==> src/hdl/iir_tdf2_pkg.sv <==
// ----------------------------------------------------------------------------
// iir_tdf2_pkg
// Shared widths, coefficient map, accumulator codes and the command word
// passed from the sequencer to the arithmetic datapath.
// ----------------------------------------------------------------------------
package iir_tdf2_pkg;

  localparam int FILTER_ORDER = 3;

  localparam int COEF_W      = 18;
  localparam int SAMPLE_W    = 16;
  localparam int PROD_W      = COEF_W + SAMPLE_W;
  localparam int DELAY_W     = 40;
  localparam int ACC_W       = DELAY_W + 2;
  localparam int MAG_W       = DELAY_W + 1;
  localparam int Q_W         = SAMPLE_W + 1;
  localparam int DVS_W       = COEF_W + Q_W - 1;
  localparam int CNT_W       = $clog2(Q_W);
  localparam int K_W         = (FILTER_ORDER > 1) ? $clog2(FILTER_ORDER) : 1;

  localparam int NUM_COEF    = 8;
  localparam int COEF_IDX_W  = 3;
  localparam int COEF_A_BASE = 4;
  localparam int CFG_IDX_W   = 8;

  localparam logic signed [COEF_W-1:0] COEF_ONE = COEF_W'(16384);

  typedef logic [1:0] acc_op_t;
  localparam acc_op_t ACC_HOLD  = 2'd0;
  localparam acc_op_t ACC_NUM   = 2'd1;
  localparam acc_op_t ACC_CARRY = 2'd2;
  localparam acc_op_t ACC_SUB   = 2'd3;

  typedef struct packed {
    logic                  load_x;
    logic                  mul_en;
    logic                  mul_y;
    logic [COEF_IDX_W-1:0] coef_idx;
    acc_op_t               acc_op;
    logic                  div_load;
    logic                  div_step;
    logic                  fin;
    logic                  out_load;
    logic [K_W-1:0]        dly_idx;
  } cmd_t;

  function automatic logic signed [COEF_W-1:0] coef_reset(input int idx);
    logic signed [COEF_W-1:0] v;
    v = '0;
    if (idx == 0 || idx == COEF_A_BASE) v = COEF_ONE;
    return v;
  endfunction

endpackage

==> src/hdl/iir_tdf2_ctrl.sv <==
// ----------------------------------------------------------------------------
// iir_tdf2_ctrl
// Sequencer: steps one sample through multiply, divide, output and the
// delay-line update, and owns the handshake state of both streams.
// ----------------------------------------------------------------------------
module iir_tdf2_ctrl (
  input  logic               clk,
  input  logic               rst_n,
  input  logic               in_tvalid,
  output logic               in_tready,
  output logic               out_tvalid,
  input  logic               out_tready,
  output iir_tdf2_pkg::cmd_t cmd
);

  localparam logic [3:0] S_IDLE = 4'd0;
  localparam logic [3:0] S_M0   = 4'd1;
  localparam logic [3:0] S_NUM  = 4'd2;
  localparam logic [3:0] S_DSET = 4'd3;
  localparam logic [3:0] S_DIV  = 4'd4;
  localparam logic [3:0] S_FIN  = 4'd5;
  localparam logic [3:0] S_OUT  = 4'd6;
  localparam logic [3:0] S_MB   = 4'd7;
  localparam logic [3:0] S_MA   = 4'd8;
  localparam logic [3:0] S_SUB  = 4'd9;

  logic [3:0]                         state_r, state_nxt;
  logic [iir_tdf2_pkg::CNT_W-1:0]     cnt_r, cnt_nxt;
  logic [iir_tdf2_pkg::K_W-1:0]       k_r, k_nxt;
  logic                               out_valid_r, out_valid_nxt;

  assign in_tready  = (state_r == S_IDLE);
  assign out_tvalid = out_valid_r;

  always_comb begin
    cmd       = '0;
    state_nxt = state_r;
    cnt_nxt   = cnt_r;
    k_nxt     = k_r;
    case (state_r)
      S_IDLE: begin
        cmd.load_x = in_tvalid;
        if (in_tvalid) state_nxt = S_M0;
      end
      S_M0: begin
        cmd.mul_en   = 1'b1;
        cmd.coef_idx = '0;
        state_nxt    = S_NUM;
      end
      S_NUM: begin
        cmd.acc_op = iir_tdf2_pkg::ACC_NUM;
        state_nxt  = S_DSET;
      end
      S_DSET: begin
        cmd.div_load = 1'b1;
        cnt_nxt      = iir_tdf2_pkg::CNT_W'(iir_tdf2_pkg::Q_W - 1);
        state_nxt    = S_DIV;
      end
      S_DIV: begin
        cmd.div_step = 1'b1;
        if (cnt_r == '0) state_nxt = S_FIN;
        else cnt_nxt = cnt_r - 1'b1;
      end
      S_FIN: begin
        cmd.fin   = 1'b1;
        state_nxt = S_OUT;
      end
      S_OUT: begin
        if (!out_valid_r || out_tready) begin
          cmd.out_load = 1'b1;
          k_nxt        = '0;
          state_nxt    = S_MB;
        end
      end
      S_MB: begin
        cmd.mul_en   = 1'b1;
        cmd.coef_idx = iir_tdf2_pkg::COEF_IDX_W'(k_r) + 1'b1;
        state_nxt    = S_MA;
      end
      S_MA: begin
        cmd.mul_en   = 1'b1;
        cmd.mul_y    = 1'b1;
        cmd.coef_idx = iir_tdf2_pkg::COEF_IDX_W'(iir_tdf2_pkg::COEF_A_BASE)
                       + iir_tdf2_pkg::COEF_IDX_W'(k_r) + 1'b1;
        cmd.acc_op   = iir_tdf2_pkg::ACC_CARRY;
        cmd.dly_idx  = k_r;
        state_nxt    = S_SUB;
      end
      S_SUB: begin
        cmd.acc_op  = iir_tdf2_pkg::ACC_SUB;
        cmd.dly_idx = k_r;
        if (k_r == iir_tdf2_pkg::K_W'(iir_tdf2_pkg::FILTER_ORDER - 1)) begin
          state_nxt = S_IDLE;
        end else begin
          k_nxt     = k_r + 1'b1;
          state_nxt = S_MB;
        end
      end
      default: state_nxt = S_IDLE;
    endcase
  end

  always_comb begin
    if (cmd.out_load) out_valid_nxt = 1'b1;
    else if (out_tready) out_valid_nxt = 1'b0;
    else out_valid_nxt = out_valid_r;
  end

  always_ff @(posedge clk) begin
    if (!rst_n) begin
      state_r     <= S_IDLE;
      cnt_r       <= '0;
      k_r         <= '0;
      out_valid_r <= 1'b0;
    end else begin
      state_r     <= state_nxt;
      cnt_r       <= cnt_nxt;
      k_r         <= k_nxt;
      out_valid_r <= out_valid_nxt;
    end
  end

  a_accept_starts: assert property (@(posedge clk) disable iff (!rst_n)
    (in_tvalid && in_tready) |=> (state_r == S_M0))
    else $error("accepted word did not start the sequence");

  a_no_overwrite: assert property (@(posedge clk) disable iff (!rst_n)
    cmd.out_load |-> (!out_valid_r || out_tready))
    else $error("pending output word overwritten");

  a_div_end: assert property (@(posedge clk) disable iff (!rst_n)
    (state_r == S_DIV && cnt_r == '0) |=> (state_r == S_FIN))
    else $error("divider did not hand over after last step");

  a_one_phase: assert property (@(posedge clk) disable iff (!rst_n)
    $onehot0({cmd.load_x, cmd.div_load, cmd.div_step, cmd.fin, cmd.out_load}))
    else $error("overlapping datapath phases");

endmodule

==> src/hdl/iir_tdf2_dp.sv <==
// ----------------------------------------------------------------------------
// iir_tdf2_dp
// Datapath: coefficient bank, shared 18x16 multiplier, accumulator,
// restoring divider for the a0 normalisation, delay line and output word.
// ----------------------------------------------------------------------------
module iir_tdf2_dp (
  input  logic                                     clk,
  input  logic                                     rst_n,
  input  iir_tdf2_pkg::cmd_t                       cmd,
  input  logic signed [iir_tdf2_pkg::SAMPLE_W-1:0] in_sample,
  input  logic                                     cfg_we,
  input  logic [iir_tdf2_pkg::CFG_IDX_W-1:0]       cfg_index,
  input  logic [iir_tdf2_pkg::COEF_W-1:0]          cfg_data,
  output logic signed [iir_tdf2_pkg::SAMPLE_W-1:0] out_sample,
  output logic                                     out_sat
);

  localparam int SW = iir_tdf2_pkg::SAMPLE_W;
  localparam int CW = iir_tdf2_pkg::COEF_W;
  localparam int PW = iir_tdf2_pkg::PROD_W;
  localparam int DW = iir_tdf2_pkg::DELAY_W;
  localparam int AW = iir_tdf2_pkg::ACC_W;
  localparam int MW = iir_tdf2_pkg::MAG_W;
  localparam int QW = iir_tdf2_pkg::Q_W;
  localparam int VW = iir_tdf2_pkg::DVS_W;
  localparam int KW = iir_tdf2_pkg::K_W;
  localparam int NO = iir_tdf2_pkg::FILTER_ORDER;

  localparam logic signed [SW-1:0] Y_MAX = {1'b0, {(SW-1){1'b1}}};
  localparam logic signed [SW-1:0] Y_MIN = {1'b1, {(SW-1){1'b0}}};
  localparam logic [QW-1:0] Q_POS_LIM = QW'(Y_MAX);
  localparam logic [QW-1:0] Q_NEG_LIM = {2'b01, {(QW-2){1'b0}}};
  localparam logic signed [DW-1:0] D_MAX = {1'b0, {(DW-1){1'b1}}};
  localparam logic signed [DW-1:0] D_MIN = {1'b1, {(DW-1){1'b0}}};

  logic signed [CW-1:0] coef_r [iir_tdf2_pkg::NUM_COEF];
  logic signed [DW-1:0] z_r [NO];
  logic signed [SW-1:0] x_r, y_r, y_nxt;
  logic signed [PW-1:0] p_r, prod;
  logic signed [AW-1:0] acc_r, diff;
  logic signed [DW-1:0] carry, z_new;
  logic [KW-1:0]        nxt_idx;
  logic signed [CW-1:0] mul_a, a0;
  logic signed [SW-1:0] mul_b;
  logic [CW-1:0]        a0_mag;
  logic [MW-1:0]        num_mag, rem_r;
  logic [VW-1:0]        dvs_r;
  logic [QW-1:0]        q_r;
  logic                 zero_r, ovf_r, neg_r, num_neg_r, sat_r, sat_nxt;

  assign a0     = coef_r[iir_tdf2_pkg::COEF_A_BASE];
  assign a0_mag = a0[CW-1] ? CW'(-a0) : CW'(a0);
  assign num_mag = acc_r[AW-1] ? MW'(-acc_r) : MW'(acc_r);

  assign mul_a = coef_r[cmd.coef_idx];
  assign mul_b = cmd.mul_y ? y_r : x_r;
  assign prod  = PW'(mul_a) * PW'(mul_b);

  assign nxt_idx = cmd.dly_idx + 1'b1;
  always_comb begin
    carry = '0;
    if (int'(cmd.dly_idx) + 1 < NO) carry = z_r[nxt_idx];
  end

  assign diff = acc_r - AW'(p_r);
  always_comb begin
    if (diff > AW'(D_MAX)) z_new = D_MAX;
    else if (diff < AW'(D_MIN)) z_new = D_MIN;
    else z_new = DW'(diff);
  end

  always_comb begin
    sat_nxt = 1'b1;
    y_nxt   = neg_r ? Y_MIN : Y_MAX;
    if (zero_r) begin
      y_nxt = num_neg_r ? Y_MIN : Y_MAX;
    end else if (!ovf_r && !neg_r && q_r <= Q_POS_LIM) begin
      sat_nxt = 1'b0;
      y_nxt   = SW'(q_r);
    end else if (!ovf_r && neg_r && q_r <= Q_NEG_LIM) begin
      sat_nxt = 1'b0;
      y_nxt   = SW'(-q_r);
    end
  end

  always_ff @(posedge clk) begin
    if (!rst_n) begin
      for (int i = 0; i < iir_tdf2_pkg::NUM_COEF; i++) begin
        coef_r[i] <= iir_tdf2_pkg::coef_reset(i);
      end
      for (int i = 0; i < NO; i++) begin
        z_r[i] <= '0;
      end
    end else begin
      if (cfg_we && cfg_index < iir_tdf2_pkg::CFG_IDX_W'(iir_tdf2_pkg::NUM_COEF)) begin
        coef_r[cfg_index[iir_tdf2_pkg::COEF_IDX_W-1:0]] <= cfg_data;
      end
      if (cmd.acc_op == iir_tdf2_pkg::ACC_SUB) z_r[cmd.dly_idx] <= z_new;
    end
  end

  always_ff @(posedge clk) begin
    if (cmd.load_x) x_r <= in_sample;
    if (cmd.mul_en) p_r <= prod;
    case (cmd.acc_op)
      iir_tdf2_pkg::ACC_NUM:   acc_r <= AW'(p_r) + AW'(z_r[0]);
      iir_tdf2_pkg::ACC_CARRY: acc_r <= AW'(p_r) + AW'(carry);
      default: ;
    endcase
    if (cmd.div_load) begin
      rem_r     <= num_mag;
      dvs_r     <= {a0_mag, {(QW-1){1'b0}}};
      q_r       <= '0;
      zero_r    <= (a0 == '0);
      ovf_r     <= (num_mag >= MW'({a0_mag, {QW{1'b0}}}));
      num_neg_r <= acc_r[AW-1];
      neg_r     <= acc_r[AW-1] ^ a0[CW-1];
    end else if (cmd.div_step) begin
      if (rem_r >= MW'(dvs_r)) begin
        rem_r <= rem_r - MW'(dvs_r);
        q_r   <= {q_r[QW-2:0], 1'b1};
      end else begin
        q_r   <= {q_r[QW-2:0], 1'b0};
      end
      dvs_r <= dvs_r >> 1;
    end
    if (cmd.fin) begin
      y_r   <= y_nxt;
      sat_r <= sat_nxt;
    end
    if (cmd.out_load) begin
      out_sample <= y_r;
      out_sat    <= sat_r;
    end
  end

endmodule

==> src/hdl/iir_filter_transposed_df2_top.sv <==
// ----------------------------------------------------------------------------
// iir_filter_transposed_df2_top
// Third-order transposed direct form II IIR filter, Q4.14 coefficients,
// Q1.15 samples, 40-bit delays, saturating output with clip flag.
//
//   channel  direction  handshake           payload
//   in_      slave      in_tvalid/tready    tdata[15:0] sample_in
//   out_     master     out_tvalid/tready   tdata[15:0] sample_out,
//                                           tuser[0] saturated
//   cfg_     slave      cfg_valid/ready     cfg_index[7:0], cfg_data[17:0]
//
// A new sample is taken only once the previous one has finished its delay-line
// update: the 17-step restoring divider and the single shared multiplier,
// used in turn for each delay tap, set the pace.
// Reset (rst_n low, synchronous) loads b0 = a0 = 1.0, others 0, delays 0.
// A result waits in the output register; a stall only holds the sequence
// once the next result is ready to be written there.
// ----------------------------------------------------------------------------
module iir_filter_transposed_df2_top (
  input  logic                                   clk,
  input  logic                                   rst_n,
  input  logic                                   in_tvalid,
  output logic                                   in_tready,
  input  logic [iir_tdf2_pkg::SAMPLE_W-1:0]      in_tdata,   // sample_in
  output logic                                   out_tvalid,
  input  logic                                   out_tready,
  output logic [iir_tdf2_pkg::SAMPLE_W-1:0]      out_tdata,  // sample_out
  output logic [0:0]                             out_tuser,  // saturated
  input  logic                                   cfg_valid,
  output logic                                   cfg_ready,
  input  logic [iir_tdf2_pkg::CFG_IDX_W-1:0]     cfg_index,
  input  logic [iir_tdf2_pkg::COEF_W-1:0]        cfg_data
);

  iir_tdf2_pkg::cmd_t                       cmd;
  logic signed [iir_tdf2_pkg::SAMPLE_W-1:0] out_sample;
  logic                                     out_sat;

  assign cfg_ready    = 1'b1;
  assign out_tdata    = out_sample;
  assign out_tuser[0] = out_sat;

  iir_tdf2_ctrl u_ctrl (
    .clk        (clk),
    .rst_n      (rst_n),
    .in_tvalid  (in_tvalid),
    .in_tready  (in_tready),
    .out_tvalid (out_tvalid),
    .out_tready (out_tready),
    .cmd        (cmd)
  );

  iir_tdf2_dp u_dp (
    .clk        (clk),
    .rst_n      (rst_n),
    .cmd        (cmd),
    .in_sample  (in_tdata),
    .cfg_we     (cfg_valid),
    .cfg_index  (cfg_index),
    .cfg_data   (cfg_data),
    .out_sample (out_sample),
    .out_sat    (out_sat)
  );

endmodule

==> config.mk <==
export PLATFORM = sky130hd
export DESIGN_NAME = iir_filter_transposed_df2_top
export DESIGN_NICKNAME = d
export VERILOG_FILES = /design/src/hdl/iir_tdf2_pkg.sv /design/src/hdl/iir_tdf2_ctrl.sv /design/src/hdl/iir_tdf2_dp.sv /design/src/hdl/iir_filter_transposed_df2_top.sv
export SDC_FILE = /design/constraint.sdc
export NUM_CORES = 2
export LEC_CHECK = 0
export BUFFER_PORTS_ARGS = -buffer_cell sky130_fd_sc_hd__buf_4
export CAP_MARGIN = 20
export CELL_PAD_IN_SITES_DETAIL_PLACEMENT = 0
export CELL_PAD_IN_SITES_GLOBAL_PLACEMENT = 1
export CORE_UTILIZATION = 30
export DETAILED_ROUTE_END_ITERATION = 16
export PLACE_DENSITY = 0.64
export SLEW_MARGIN = 10
export SYNTH_ARGS = -nofsm -noshare
export SYNTH_HDL_FRONTEND = slang
export SYNTH_SLANG_ARGS = --single-unit
==> constraint.sdc <==
create_clock -name clk -period 7.8 [get_ports clk]
set_input_delay 1.56 -clock clk [delete_from_list [all_inputs] [get_ports clk]]
set_output_delay 1.56 -clock clk [all_outputs]
set_load 0.005 [all_outputs]
==> results.txt <==
Status = complete, but fails checks
Failing checks = negative setup slack
Most used routing layer = met2
Number of hold buffers added after CTS = 0
Syn nets = 4,658
RSZ-0062 raised after global routing = true
Core Region = 137,000 µm²
Pre-Repair DR Iteration Count = 5
Routed Antenna Nets = 0
Crit path capture type = register
Synth warnings = 0
Synth unique cells = 81
Root buffer cell = clkbuf_16
Post-route minimum period = 7.88 ns
Die area = 140,000 µm²
WL/cell = 20.7 µm
ANT cells = 0
Setup violations, final = 2
Bufs and invs on worst path = 7
Sequential fraction of the synthesis area = 0.377
Setup CP Type = reg2reg
Core Rows = 136
Critical path's most frequent cell = fa_1
Via Count = 31,698
Fin. max-slew vios = 0
Relative slew slack = 0.276
Netlist Area Pre-Place = 41,600 µm²
Residual DRC = 0
Top delay family on crit path = adder cells
Clock transition at path regs = 0.06 ns
Data required, critical path = 8.20 ns
HP Class = reg2reg
DRT iter0 DRCs = 2,593
H-tree levels = 2
CP Launch Type = register
Met2 usage = 0.312
Max-cap viol count = 0
Share of post-route cells with drive strength above 1 = 0.174
HPWL Detailed = 99,000 µm
Post-route clock period utilization = 1.01
Cells after Synth = 4,085
Post-synth ARST share = 0
Worst Path Arrival = 8.28 ns
CTS max path bufs = 3
Antenna violations before repair = 3
Met3 global-route usage = 0.0178
Initial Utilization = 0.302
Count of clock tree sinks = 537
First-pass GRT wire length = 198,000 µm
Ports = 67
Vias in the first global route = 32,156
Mapped Avg Cell Area = 10.2 µm²
Grt ovf = 0
Die X-Extent = 374 µm
#FFs+latches synth = 537
Fmax = 0.127 GHz
Drt via density = 5.08
GR Util met1 = 0.254
Commonest non-fill, non-tap cell in the layout = inv_1
# port buffers = 65
CTS tree = yes
GRT Overall Usage = 0.184
Final Worst Setup Slack = -0.0780 ns
Max incr delay on CP = 0.54 ns
CP Max Fanout = 5
Critical path's slowest cell = fa_1
Largest net degree at the start of global routing = 78
Post-Route WL = 129,000 µm
Most frequent cells in the layout = 497 x inv_1, 492 x edfxtp_1, 348 x buf_4
CTS buffer count = 60
Insertion delay to the later sink of the worst-skew pair = 0.66 ns
Endpoints failing hold = 0
Post-synth EDFFs = 492
Final GP Congestion = 0.918
Pre-CTS setup slack = -0.320 ns
Die height = 374 µm
Worst-Margin Slew = 1.09 ns
NumNets Final = 4,964
Skew final = 0.0310 ns
Top_reg_cell synth = edfxtp_1
Area Growth Syn to Fin = 19.5%
layout make-up:
cell class,instances,area (µm²)
Clock buffer,71,1570
Timing Repair Buffer,406,3540
Multi-Input combinational cell,2873,24300
Inverter,513,1930
Sequential cell,537,15700
Fill cell,13722,87800
Tap cell,1794,2240
Clock inverter,40,449
per-stage QoR:
step / TNS [ns] / area, µm² / std cells / hold WS [ns] / utilization
floorplan: 0 / 41700 / 4085 / 0.400 / -
global placement: -0.491 / 46200 / 6065 / 0.443 / 0.336
finish: -0.0990 / 49700 / 6234 / 0.445 / 0.361
global route: -0.870 / 49700 / 6234 / 0.457 / 0.361
CTS: 0 / 49200 / 6213 / 0.448 / 0.357
detailed placement: -0.648 / 46200 / 6066 / 0.430 / 0.336
layer usage:
layer | vias up | share of wire
li1 | 14779 | -
met1 | 16052 | 0.46
met2 | 731 | 0.48
met3 | 136 | 0.045
met4 | 0 | 0.020
met5 | - | 0
worst reg2reg max path: cells and delay by family (launching register included):
| family | cells | cell delay (ns) |
|---|---|---|
| AOI/OAI and AO/OA | 11 | 2.20 |
| xor gates and xnor gates | 1 | 0.08 |
| adders and majority gates | 7 | 3.20 |
| buffers and inverters | 7 | 0.66 |
| DFF | 1 | 0.33 |
| and+or+nand+nor | 8 | 1.16 |
synth_stat cells, types with 14 or more instances:
library cell / count / share of area
or3_1: 23 / 0.0035
nand2_1: 348 / 0.031
xor2_1: 82 / 0.017
and3_1: 28 / 0.0042
nand4_1: 21 / 0.0032
mux4_2: 58 / 0.031
o31ai_1: 27 / 0.0049
edfxtp_1: 492 / 0.36
clkbuf_1: 138 / 0.012
and2_1: 198 / 0.030
nor2_1: 305 / 0.028
a31oi_1: 19 / 0.0029
xnor2_1: 119 / 0.025
or2_2: 20 / 0.0030
o22ai_1: 41 / 0.0062
a22o_1: 17 / 0.0036
buf_1: 14 / 0.0013
nor4_1: 15 / 0.0023
a21o_1: 86 / 0.016
nor2b_1: 30 / 0.0045
o21ai_0: 291 / 0.035
o211ai_1: 15 / 0.0027
nand3_1: 46 / 0.0055
nor3_1: 40 / 0.0048
inv_1: 511 / 0.046
a211oi_1: 32 / 0.0058
o21a_1: 36 / 0.0065
a21oi_1: 191 / 0.023
nand2b_1: 43 / 0.0065
ha_1: 233 / 0.070
fa_1: 293 / 0.14
o21bai_1: 25 / 0.0045
mux2i_1: 19 / 0.0046
dfxtp_1: 45 / 0.022
a311oi_1: 19 / 0.0040
worst paths after layout:
kind	depth (start not counted)	from	slack [ns]	end
setup reg to reg	34	u_ctrl.state_r[1]	-0.08	u_dp.p_r[33]
setup / recovery	34	u_ctrl.state_r[1]	-0.08	u_dp.p_r[33]
hold reg to reg	0	u_dp.sat_r	0.45	u_dp.out_sat
hold / removal	0	u_dp.sat_r	0.45	u_dp.out_sat
kinds of logic after synthesis:
family / synth area share
compound gates: 0.135
xor+xnor: 0.0423
fa+ha+maj: 0.211
buf+inv: 0.0613
flops: 0.377
mux: 0.0360
other cells: 0.0000902
simple gates: 0.137
state kept, by name, indices dropped and copies added (netlist names), 17 cells and up:
name / cells
u_dp.q_r: 17
u_dp.z_r: 160
u_dp.rem_r: 41
u_dp.dvs_r: 34
u_dp.p_r: 34
u_dp.coef_r: 144
u_dp.acc_r: 41
what timing repair did:
action,in CTS,in global routing
resized for setup,110,91
pin swaps,90,55
setup endpoints to repair,4,10
buffers inserted,32,20
gates cloned,5,1
Power is not shown: default switching activity piles up to over one toggle a cycle in this logic, so the estimate is an artifact.
